$ cat src/hdl/clnbc_pkg.sv
// Shared types and constants for the character LCD nibble bus controller.
package clnbc_pkg;

	localparam logic [2:0] OP_CMD    = 3'd0;
	localparam logic [2:0] OP_DATA   = 3'd1;
	localparam logic [2:0] OP_CURSOR = 3'd2;
	localparam logic [2:0] OP_CLEAR  = 3'd3;
	localparam logic [2:0] OP_INIT   = 3'd4;
	localparam logic [2:0] OP_STATUS = 3'd5;

	localparam logic [1:0] REG_BUSY_MASK    = 2'd0;
	localparam logic [1:0] REG_FUNCTION_SET = 2'd1;
	localparam logic [1:0] REG_DISPLAY_CTRL = 2'd2;
	localparam logic [1:0] REG_ENTRY_MODE   = 2'd3;

	localparam logic [7:0] BUSY_MASK_RST    = 8'h80;
	localparam logic [7:0] FUNCTION_SET_RST = 8'h28;
	localparam logic [7:0] DISPLAY_CTRL_RST = 8'h0C;
	localparam logic [7:0] ENTRY_MODE_RST   = 8'h06;

	localparam logic [7:0] CMD_CLEAR      = 8'h01;
	localparam logic [7:0] CMD_DDRAM_ADDR = 8'h80;
	localparam logic [3:0] INIT_NIBBLE    = 4'h2;

	// row address offset for the second display line
	localparam logic [7:0] ROW_STRIDE = 8'd64;

	// words queued behind the one in flight
	localparam int PEND_DEPTH = 4;
	// results held for the output side
	localparam int RES_DEPTH  = 4;
	// most results one input word can cause
	localparam int MAX_RES    = 3;

	typedef logic [8:0] lcd_word_t;

	typedef struct packed {
		logic       reg_select;
		logic       read_cycle;
		logic [3:0] nibble_out;
		logic       rejected;
		logic       last;
	} bus_res_t;

endpackage

$ cat src/hdl/char_lcd_nibble_bus_controller_unit.sv
// Character LCD 4-bit bus controller: request sequencer, busy poll and result queue.
//
//  channel | handshake           | payload
//  --------+---------------------+-------------------------------------------------
//  in      | in_valid / in_ready | op, byte_value, column, row, status_nibble
//  out     | out_valid/out_ready | reg_select, read_cycle, nibble_out, rejected, last
//  cfg     | cfg_we              | cfg_index, cfg_data
//
//  An accepted word is decoded and its zero to three bus cycles are
//  pushed into a four-entry result queue; one bus cycle leaves per out handshake.
//  in_ready is high while the queue, after this cycle's pop, holds at most one entry,
//  so a word that gives one bus cycle can be taken every cycle while the out side keeps up.
//  arst_n clears the sequencer and the queue and loads the configuration registers with their reset values at once.
//  A stalled out side leaves entries in the queue, and once it holds two or more in_ready stays low.
module char_lcd_nibble_bus_controller_unit (
	input  logic       clk,
	input  logic       arst_n,

	input  logic       in_valid,
	output logic       in_ready,
	input  logic [2:0] op,
	input  logic [7:0] byte_value,
	input  logic [5:0] column,
	input  logic       row,
	input  logic [3:0] status_nibble,

	output logic       out_valid,
	input  logic       out_ready,
	output logic       reg_select,
	output logic       read_cycle,
	output logic [3:0] nibble_out,
	output logic       rejected,
	output logic       last,

	input  logic       cfg_we,
	input  logic [1:0] cfg_index,
	input  logic [7:0] cfg_data
);
	import clnbc_pkg::*;

	typedef enum logic [1:0] {
		PH_IDLE,
		PH_HIGH,
		PH_LOW
	} phase_t;

	phase_t     phase_q, phase_d;
	logic [3:0] status_high_q, status_high_d;
	lcd_word_t  cur_word_q, cur_word_d;
	lcd_word_t  pend_q [PEND_DEPTH];
	lcd_word_t  pend_d [PEND_DEPTH];
	logic [2:0] pend_cnt_q, pend_cnt_d;

	logic [7:0] busy_mask_q, function_set_q, display_ctrl_q, entry_mode_q;

	bus_res_t   res_q [RES_DEPTH];
	logic [1:0] wr_ptr_q, rd_ptr_q;
	logic [2:0] count_q;

	bus_res_t   batch [MAX_RES];
	logic [1:0] push_n;
	logic       in_acc, pop;
	logic [2:0] occ_after_pop;
	logic [7:0] cursor_addr;
	logic [7:0] status_full;
	logic       word_rs;

	localparam bus_res_t RES_READ = '{reg_select: 1'b0, read_cycle: 1'b1,
		nibble_out: 4'h0, rejected: 1'b0, last: 1'b0};
	localparam bus_res_t RES_REJECT = '{reg_select: 1'b0, read_cycle: 1'b0,
		nibble_out: 4'h0, rejected: 1'b1, last: 1'b0};
	localparam bus_res_t RES_INIT = '{reg_select: 1'b0, read_cycle: 1'b0,
		nibble_out: INIT_NIBBLE, rejected: 1'b0, last: 1'b0};

	assign pop           = out_valid & out_ready;
	assign occ_after_pop = count_q - {2'b00, pop};
	assign in_ready      = (occ_after_pop <= 3'd1);
	assign in_acc        = in_valid & in_ready;

	assign out_valid  = (count_q != 3'd0);
	assign reg_select = res_q[rd_ptr_q].reg_select;
	assign read_cycle = res_q[rd_ptr_q].read_cycle;
	assign nibble_out = res_q[rd_ptr_q].nibble_out;
	assign rejected   = res_q[rd_ptr_q].rejected;
	assign last       = res_q[rd_ptr_q].last;

	assign cursor_addr = CMD_DDRAM_ADDR | ({2'b00, column} + (row ? ROW_STRIDE : 8'd0));
	assign status_full = {status_high_q, status_nibble};
	assign word_rs     = cur_word_q[8];

	always_comb begin
		phase_d       = phase_q;
		status_high_d = status_high_q;
		cur_word_d    = cur_word_q;
		pend_cnt_d    = pend_cnt_q;
		for (int i = 0; i < PEND_DEPTH; i++) begin
			pend_d[i] = pend_q[i];
		end
		for (int i = 0; i < MAX_RES; i++) begin
			batch[i] = RES_READ;
		end
		push_n = 2'd0;

		if (op <= OP_INIT) begin
			if (phase_q != PH_IDLE) begin
				batch[0] = RES_REJECT;
				push_n   = 2'd1;
			end else begin
				phase_d    = PH_HIGH;
				pend_cnt_d = 3'd0;
				push_n     = 2'd1;
				case (op)
					OP_CMD: begin
						cur_word_d = {1'b0, byte_value};
					end
					OP_DATA: begin
						cur_word_d = {1'b1, byte_value};
					end
					OP_CURSOR: begin
						cur_word_d = {1'b0, cursor_addr};
					end
					OP_CLEAR: begin
						cur_word_d = {1'b0, CMD_CLEAR};
						pend_d[0]  = {1'b0, CMD_DDRAM_ADDR};
						pend_cnt_d = 3'd1;
					end
					default: begin
						cur_word_d = {1'b0, function_set_q};
						pend_d[0]  = {1'b0, display_ctrl_q};
						pend_d[1]  = {1'b0, entry_mode_q};
						pend_d[2]  = {1'b0, CMD_DDRAM_ADDR};
						pend_cnt_d = 3'd3;
						batch[0]   = RES_INIT;
						push_n     = 2'd2;
					end
				endcase
			end
		end else if (op == OP_STATUS) begin
			case (phase_q)
				PH_HIGH: begin
					status_high_d = status_nibble;
					phase_d       = PH_LOW;
					push_n        = 2'd1;
				end
				PH_LOW: begin
					if ((status_full & busy_mask_q) != 8'd0) begin
						phase_d = PH_HIGH;
						push_n  = 2'd1;
					end else begin
						batch[0] = '{reg_select: word_rs, read_cycle: 1'b0,
							nibble_out: cur_word_q[7:4], rejected: 1'b0, last: 1'b0};
						batch[1] = '{reg_select: word_rs, read_cycle: 1'b0,
							nibble_out: cur_word_q[3:0], rejected: 1'b0, last: 1'b0};
						if (pend_cnt_q != 3'd0) begin
							cur_word_d = pend_q[0];
							for (int i = 0; i < PEND_DEPTH - 1; i++) begin
								pend_d[i] = pend_q[i + 1];
							end
							pend_cnt_d = pend_cnt_q - 3'd1;
							phase_d    = PH_HIGH;
							push_n     = 2'd3;
						end else begin
							phase_d = PH_IDLE;
							push_n  = 2'd2;
						end
					end
				end
				default: begin
					push_n = 2'd0;
				end
			endcase
		end

		for (int i = 0; i < MAX_RES; i++) begin
			batch[i].last = (push_n != 2'd0) && (2'(i) == push_n - 2'd1);
		end
	end

	always_ff @(posedge clk or negedge arst_n) begin
		if (!arst_n) begin
			phase_q        <= PH_IDLE;
			status_high_q  <= 4'h0;
			cur_word_q     <= '0;
			pend_cnt_q     <= 3'd0;
			for (int i = 0; i < PEND_DEPTH; i++) begin
				pend_q[i] <= '0;
			end
			for (int i = 0; i < RES_DEPTH; i++) begin
				res_q[i] <= '0;
			end
			wr_ptr_q       <= 2'd0;
			rd_ptr_q       <= 2'd0;
			count_q        <= 3'd0;
			busy_mask_q    <= BUSY_MASK_RST;
			function_set_q <= FUNCTION_SET_RST;
			display_ctrl_q <= DISPLAY_CTRL_RST;
			entry_mode_q   <= ENTRY_MODE_RST;
		end else begin
			if (cfg_we) begin
				case (cfg_index)
					REG_BUSY_MASK:    busy_mask_q    <= cfg_data;
					REG_FUNCTION_SET: function_set_q <= cfg_data;
					REG_DISPLAY_CTRL: display_ctrl_q <= cfg_data;
					REG_ENTRY_MODE:   entry_mode_q   <= cfg_data;
					default:          busy_mask_q    <= busy_mask_q;
				endcase
			end
			if (in_acc) begin
				phase_q       <= phase_d;
				status_high_q <= status_high_d;
				cur_word_q    <= cur_word_d;
				pend_cnt_q    <= pend_cnt_d;
				for (int i = 0; i < PEND_DEPTH; i++) begin
					pend_q[i] <= pend_d[i];
				end
				for (int j = 0; j < RES_DEPTH; j++) begin
					if ((2'(j) - wr_ptr_q) < push_n) begin
						res_q[j] <= batch[2'(j) - wr_ptr_q];
					end
				end
				wr_ptr_q <= wr_ptr_q + push_n;
			end
			if (pop) begin
				rd_ptr_q <= rd_ptr_q + 2'd1;
			end
			count_q <= occ_after_pop + (in_acc ? {1'b0, push_n} : 3'd0);
		end
	end

	a_count_bound: assert property (@(posedge clk) disable iff (!arst_n)
		count_q <= 3'(RES_DEPTH))
		else $error("result queue overfilled");

	a_pend_bound: assert property (@(posedge clk) disable iff (!arst_n)
		pend_cnt_q <= 3'(MAX_RES))
		else $error("pending word count out of range");

	a_idle_empty: assert property (@(posedge clk) disable iff (!arst_n)
		phase_q == PH_IDLE |-> pend_cnt_q == 3'd0)
		else $error("words pending while idle");

	a_start_polls: assert property (@(posedge clk) disable iff (!arst_n)
		in_acc && phase_q == PH_IDLE && op <= OP_INIT |=> phase_q == PH_HIGH)
		else $error("accepted request did not start a busy poll");

	a_reject_holds: assert property (@(posedge clk) disable iff (!arst_n)
		in_acc && phase_q != PH_IDLE && op <= OP_INIT
		|=> $stable(cur_word_q) && $stable(pend_cnt_q))
		else $error("rejected request disturbed the running sequence");

endmodule
$ cat config.mk
export PLATFORM = sky130hd
export DESIGN_NAME = char_lcd_nibble_bus_controller_unit
export DESIGN_NICKNAME = d
export VERILOG_FILES = /design/src/hdl/clnbc_pkg.sv /design/src/hdl/char_lcd_nibble_bus_controller_unit.sv
export SDC_FILE = /design/constraint.sdc
export NUM_CORES = 1
export LEC_CHECK = 0
export ABC_AREA = 1
export BUFFER_PORTS_ARGS = -buffer_cell sky130_fd_sc_hd__buf_4
export CAP_MARGIN = 20
export CORE_UTILIZATION = 40
export CTS_CLUSTER_SIZE = 24
export DETAILED_ROUTE_END_ITERATION = 16
export GPL_ROUTABILITY_DRIVEN = 1
export HOLD_SLACK_MARGIN = 0.1
export PLACE_DENSITY = 0.55
export SYNTH_ARGS = -nofsm -noshare
export SYNTH_HDL_FRONTEND = slang
export SYNTH_SLANG_ARGS = --single-unit
$ cat constraint.sdc
create_clock -name clk -period 2.8 [get_ports clk]
set_input_delay 0.56 -clock clk [delete_from_list [all_inputs] [get_ports clk]]
set_output_delay 0.56 -clock clk [all_outputs]
set_load 0.005 [all_outputs]
# Yosys cells after proc, flatten, opt, wreduce, memory -nomap -nowiden
# Index checks and enable logic that the tools add are counted.
[word_totals] ff_bits=116 latch_bits=0 mem_bits_rw=0 romBits=0 inputBits=37 output_inout_bits=10 word_cells=169 n_memories=0
[classes] addsub=11 multipliers=0 div=0 magnitude_cmp=11 n_eq_ne=15 shifts=0 muxes=59 bitwise_logic=9 n_reduce_logical=30
[ops] op="two-way mux 27 bit" n=6
[ops] op="two-way mux 8 bit" n=12
[ops] op="binary-select mux 8 bit (select 2 bit)" n=5
[ops] op="two-way mux 9 bit" n=6
[ops] op="two-way mux 16 bit" n=3
[ops] op="case mux 9 bit (4 select lines)" n=1
[ops] op="two-way mux 7 bit" n=3
[ops] op="two-way mux 18 bit" n=1
[ops] op="two-way mux 2 bit" n=9
[ops] op="two-way mux 3 bit" n=6
[ops] op="case mux 9 bit (2 select lines)" n=1
[ops] op="AND reduction 2 bit" n=8
[ops] op="greater-or-equal comparator 3 bit (second input constant)" n=5
[ops] op="inverter 2 -> 3 bit" n=5
[ops] op="AND reduction 7 bit" n=2
[ops] op="case mux 2 bit (2 select lines)" n=3
[ops] op="nonzero test 2 bit" n=5
[ops] op="nonzero test 3 bit" n=3
[ops] op="AND 8 bit" n=1
[ops] op="< comparator 2 bit" n=4
[ops] op="!= test 2 bit (second input constant)" n=4
[ops] op="AND reduction 4 bit" n=2
[ops] op="nonzero test 8 bit" n=1
[ops] op="adder 6 x 7 -> 7 bit" n=1
[ops] op="other kinds (26)" n=38

# Depth between registers and ports, before layout
[depth] ltp_word=12 ltp_mapped=16 ltp_nobuf=16

# Least setup slack after synthesis
# No wires, ideal clock.
[synth_path] path_kind="input to register" start="input status_nibble[0]" end="register res_q[2] in the netlist's numbering" arrival_ps=2328 required_ps=2678 slack_ps=350 stages=13 path_buffers=0 cell_sequence="nand2_1 nand2_1 nor2_1 nand3_1 nand2_1 nand2_1 nand2_1 nand2_1 ha_1 fa_1 nand2_2 nor2_1 a32o_1"
[synth_between] elab_chain_cells=9 elab_cells_between_ends=16
[synth_lines] item="start, declared" line_no="char_lcd_nibble_bus_controller_unit.sv:25" text="input logic [3:0] status_nibble,"
[synth_lines] item="AND 8 bit *" line_no="char_lcd_nibble_bus_controller_unit.sv:146" text="if ((status_full & busy_mask_q) != 8'd0) begin"
[synth_lines] item="nonzero test 8 bit *" line_no="char_lcd_nibble_bus_controller_unit.sv:146"
[synth_lines] item="two-way mux 16 bit" line_no="char_lcd_nibble_bus_controller_unit.sv:146"
[synth_lines] item="two-way mux 16 bit" line_no="char_lcd_nibble_bus_controller_unit.sv:139" text="case (phase_q)"
[synth_lines] item="two-way mux 16 bit" line_no="char_lcd_nibble_bus_controller_unit.sv:138" text="end else if (op == OP_STATUS) begin"
[synth_lines] item="two-way mux 8 bit" line_no="char_lcd_nibble_bus_controller_unit.sv:104" text="if (op <= OP_INIT) begin"
[synth_lines] item="binary-select mux 8 bit (select 2 bit)" line_no="char_lcd_nibble_bus_controller_unit.sv:218" text="res_q[j] <= batch[2'(j) - wr_ptr_q];"
[synth_lines] item="two-way mux 8 bit (implied by the code) (2 in series)" line_no="char_lcd_nibble_bus_controller_unit.sv:218"
[synth_lines] item="end signal, assigned by index" line_no="char_lcd_nibble_bus_controller_unit.sv:218"
[synth_lines] item="end, declared" line_no="char_lcd_nibble_bus_controller_unit.sv:56" text="bus_res_t res_q [RES_DEPTH];"
# Every way passes the cells marked *; elsewhere a longest branch is shown, timed or not. The select of a mux whose other input is x is not followed.
# A chain may end at the register's enable or synchronous reset.

# Worst setup path in the final report
[layout_path] start="register count_q[2]" end="register pend_cnt_q[0]"
[layout_between] elab_chain_cells=6
[layout_lines] item="start, declared" line_no="char_lcd_nibble_bus_controller_unit.sv:58" text="logic [2:0] count_q;"
[layout_lines] item="start signal, assigned" line_no="char_lcd_nibble_bus_controller_unit.sv:226" text="count_q <= occ_after_pop + (in_acc ? {1'b0, push_n} : 3'd0);"
[layout_lines] item="nonzero test 3 bit" line_no="char_lcd_nibble_bus_controller_unit.sv:80" text="assign out_valid = (count_q != 3'd0);"
[layout_lines] item="AND 1 bit" line_no="char_lcd_nibble_bus_controller_unit.sv:75" text="assign pop = out_valid & out_ready;"
[layout_lines] item="net pop" line_no="char_lcd_nibble_bus_controller_unit.sv:62" text="logic in_acc, pop;"
[layout_lines] item="subtractor 3 x 1 -> 3 bit" line_no="char_lcd_nibble_bus_controller_unit.sv:76" text="assign occ_after_pop = count_q - {2'b00, pop};"
[layout_lines] item="less-or-equal comparator 3 x 1 -> 1 bit" line_no="char_lcd_nibble_bus_controller_unit.sv:77" text="assign in_ready = (occ_after_pop <= 3'd1);"
[layout_lines] item="AND 1 bit" line_no="char_lcd_nibble_bus_controller_unit.sv:78" text="assign in_acc = in_valid & in_ready;"
[layout_lines] item="AND reduction 6 bit (no source line)"
[layout_lines] item="end signal, assigned" line_no="char_lcd_nibble_bus_controller_unit.sv:212" text="pend_cnt_q <= pend_cnt_d;"
[layout_lines] item="end, declared" line_no="char_lcd_nibble_bus_controller_unit.sv:52" text="logic [2:0] pend_cnt_q, pend_cnt_d;"
# The timed path passes the listed nets, and every way through them passes these cells.

==> flow_metrics.py <==
metrics = {
    "clock_network": {
        "clockRootBuffer": "clkbuf_16",
        "h-tree-depth": 3,
        "cts-buffers-inserted": 9,
        "clk_pin_slew_ps": 70,
        "cts.sinks": 106,
        "cts_buffer_depth": 2,
        "insertion_delay_ps": 350,
        "cts_tree": "done",
    },
    "setup_path": {
        "critPathLaunchType": "register",
        "r2r_slack_ps": 260,
        "cpMaxStageDelayCell": "dfrtp_1",
        "path_max_fanout": 17,
        "reg2reg_to": "pend_cnt_q[0]",
        "worstSetupPathType": "reg -> reg",
        "r2r_cells": 15,
        "crit_path_max_incr_delay_ps": 400,
        "rr_startpoint": "count_q[2]",
        "crit_path_cell_trace": "nor2_1 -> nand2_1 -> nand2_1 -> inv_1 -> ha_1 -> ha_1 -> xor2_1 -> nor2_1 -> nand2_2 -> nor2_2 -> nand2_2 -> nor2_4 -> nand3_4 -> buf_4 -> o22ai_2",
        "endpoint": "pend_cnt_q[0]",
        "crit_start": "count_q[2]",
        "crit_arrival_ps": 2810,
        "critPathRequiredTime_ps": 3080,
        "cp-end-kind": "register",
    },
    "power_and_ir_drop": {
        "clkPwrFrac_pct": 22.0,
        "leakage_nw": 3.00,
        "p_switching_mw": 2.13,
        "combPwrFrac_pct": 36.8,
        "peakVddDrop_mv": 0.310,
        "swShare_pct": 37.4,
        "cellPowerDensity_mw_per_mm2": 924,
        "seq_power_share_pct": 41.2,
        "intPower_mw": 3.56,
    },
    "synth": {
        "netlist_instances": 602,
        "synth-main-ff-cell": "dfrtp_1",
        "synth_common_cells": "nand2_1, dfrtp_1, o21ai_0, nor2_1, inv_1",
        "ys_seq_area_share_pct": 51.3,
        "async_flop_share_pct": 100,
        "yosysWarnings": 0,
        "synth_edf_count": 0,
        "ys_types": 36,
        "yosysTopAreaCell": "dfrtp_1",
        "syn_area_mm2": 0.00519,
        "ys_ff_latch": 106,
        "synth_most_common_cell": "nand2_1",
        "syn_nets": 654,
        "synthTopCellsByArea": "dfrtp_1, nand2_1, o21ai_0, nor2_1, a32o_1",
        "yosysTopAreaCellShare_pct": 47.7,
        "avgSynthCellArea_um2": 8.63,
    },
    "grt": {
        "grt.total_usage_pct": 21.4,
        "antenna_found_initial": 0,
        "grt_max_degree": 37,
        "grt_pass1_vias": 4240,
        "gr-total-overflow": 0,
        "grt_pass1_wl_um": 21800,
    },
    "layout": {
        "syn2layout_area_growth_pct": 18.4,
        "nets": 714,
        "fin_area_mm2": 0.00615,
        "diodes": 0,
        "drive_above_1_share_pct": 17.5,
    },
    "timing": {
        "fin_tns_setup_ps": 0,
        "period_needed_ps": 2540,
        "fmax_ghz": 0.394,
        "hold_viol_final": 0,
        "period_share_pct": 90.6,
        "clock_skew_ps": 10.2,
        "setup_violations": 0,
        "rsz0062_at_grt": "yes",
        "fin_hold_ws_ps": 166,
        "finalMaxSlewViolations": 0,
        "worst_pin_slew_ps": 525,
        "maxSlewHeadroom_pct": 64.9,
    },
    "placed_design": {
        "post_dp_cell_area_mm2": 0.00583,
        "port_buffers": 46,
        "dp_hpwl_um": 9910,
        "gp_congestion": 0.858,
    },
    "die": {
        "die_h_um": 116,
        "dieArea_mm2": 0.0134,
        "io_pins": 47,
        "rows": 41,
        "placeableCoreArea_mm2": 0.0126,
        "die_w_um": 116,
        "start_util_pct": 41.1,
    },
    "routing": {
        "wire_per_inst_um": 15.4,
        "drt-vias-per-instance": 5.07,
        "drt-initial-drc-count": 223,
        "drt-pass1-iter-count": 4,
        "drc": 0,
        "detail-route-antenna-nets": 0,
        "wl_um": 12900,
        "vias": 4251,
    },
    "job": {
        "max_cap_violations": 0,
    },
    "run_status": {
        "status": "finished clean",
    },
    "hold_path": {
        "hold_path.class": "in -> async",
    },
}
[stage by stage]
step,total power [mW],cells,util (%),setup slack [ps]
after floorplan,3.68,602,-,350
after global placement,4.41,822,46.2,193
after detailed placement,4.45,822,46.2,140
after CTS,5.72,838,48.5,243
after global routing,6.14,839,48.7,-20.0
final,5.68,839,48.7,265
[power groups by stage]
stage	sequential (mW)	clock, mW	combinational [mW]
2_1_floorplan	2.25	0	1.43
3_3_place_gp	2.36	0	2.05
3_5_place_dp	2.37	0	2.09
4_1_cts	2.34	1.28	2.09
5_1_grt	2.40	1.33	2.41
6_report	2.34	1.25	2.09
[state kept, by name, summed over array words and instances, names as in the netlist]
| register | flops |
|---|---|
| busy_mask_q | 8 |
| count_q | 3 |
| cur_word_q | 9 |
| display_ctrl_q | 8 |
| entry_mode_q | 8 |
| function_set_q | 8 |
| pend_cnt_q | 3 |
| pend_q | 17 |
| phase_q | 2 |
| rd_ptr_q | 2 |
| res_q | 32 |
| status_high_q | 4 |
| wr_ptr_q | 2 |
[cells in the final DEF (no fill, tap or decap), types with 2 or more instances in the layout]
cell / instances
nand2_1: 149
dfrtp_1: 99
o21ai_0: 79
buf_4: 69
nor2_1: 64
inv_1: 49
a32o_1: 19
nand3_1: 17
a21oi_1: 17
ha_1: 12
o22ai_1: 10
clkbuf_16: 9
o31ai_1: 7
a22oi_1: 7
dfstp_2: 7
nand2_2: 6
inv_2: 4
o21ai_1: 4
mux2_2: 4
xor2_1: 3
a41oi_1: 3
fa_1: 3
nand3_2: 2
nor2_2: 2
o211ai_1: 2
o31ai_2: 2
clkinvlp_4: 2
inv_8: 2
inv_6: 2
[worst max-delay path, delay by kind of cell, from the launching register on]
kind	cells	cell delay (ps)
buf+inv	2	270
xor+xnor	1	180
simple gates	9	1180
fa+ha+maj	2	370
compound gates	1	80
flops	1	400
[cell type report]
type                    count  area, um2
fillers                  1284       6470
multi-input cells         422       2260
flip-flops and latches    106       2660
clock inverters             6       55.1
well taps                 172        215
clock buffers              10        239
inverters                  54        203
repair buffers             69        518
[logic make-up after synthesis]
logic type,after synthesis,share of synthesized area [%]
XOR/XNOR,3,0.506
adder cells (fa/ha/maj),15,4.05
buffers and inverters,74,5.57
multiplexers,4,0.867
flip-flops,106,51.3
AND/OR/NAND/NOR,244,19.2
AO/OA/AOI/OAI,156,18.6
[timing repair]
| item | CTS | global route |
|---|---|---|
| resized for setup | 0 | 3 |
| setup buffers | 0 | 1 |
| endpoints found under the setup margin | 0 | 7 |
| hold buffers | 0 | 0 |
[per-layer routing]
metal	vias to the layer above	GRT usage [%]	share of wire, %
met4	0	8.38	1.9
met2	77	36.5	48
met5	-	0	0
met3	17	3.24	2.8
li1	2141	-	-
met1	2016	27.4	47
[worst min-delay path by stage]
stage / to / start / slack (ps)
3_3_place_gp: res_q[17] / res_q[17] / 470
2_1_floorplan: busy_mask_q[0] / arst_n / 260
5_1_grt: cur_word_q[4] / arst_n / 200
4_1_cts: pend_q[30] / arst_n / 180
3_5_place_dp: cur_word_q[3] / cur_word_q[3] / 460
6_report: rd_ptr_q[1] / arst_n / 170
No activity file was read; power rests on OpenSTA's default activity.
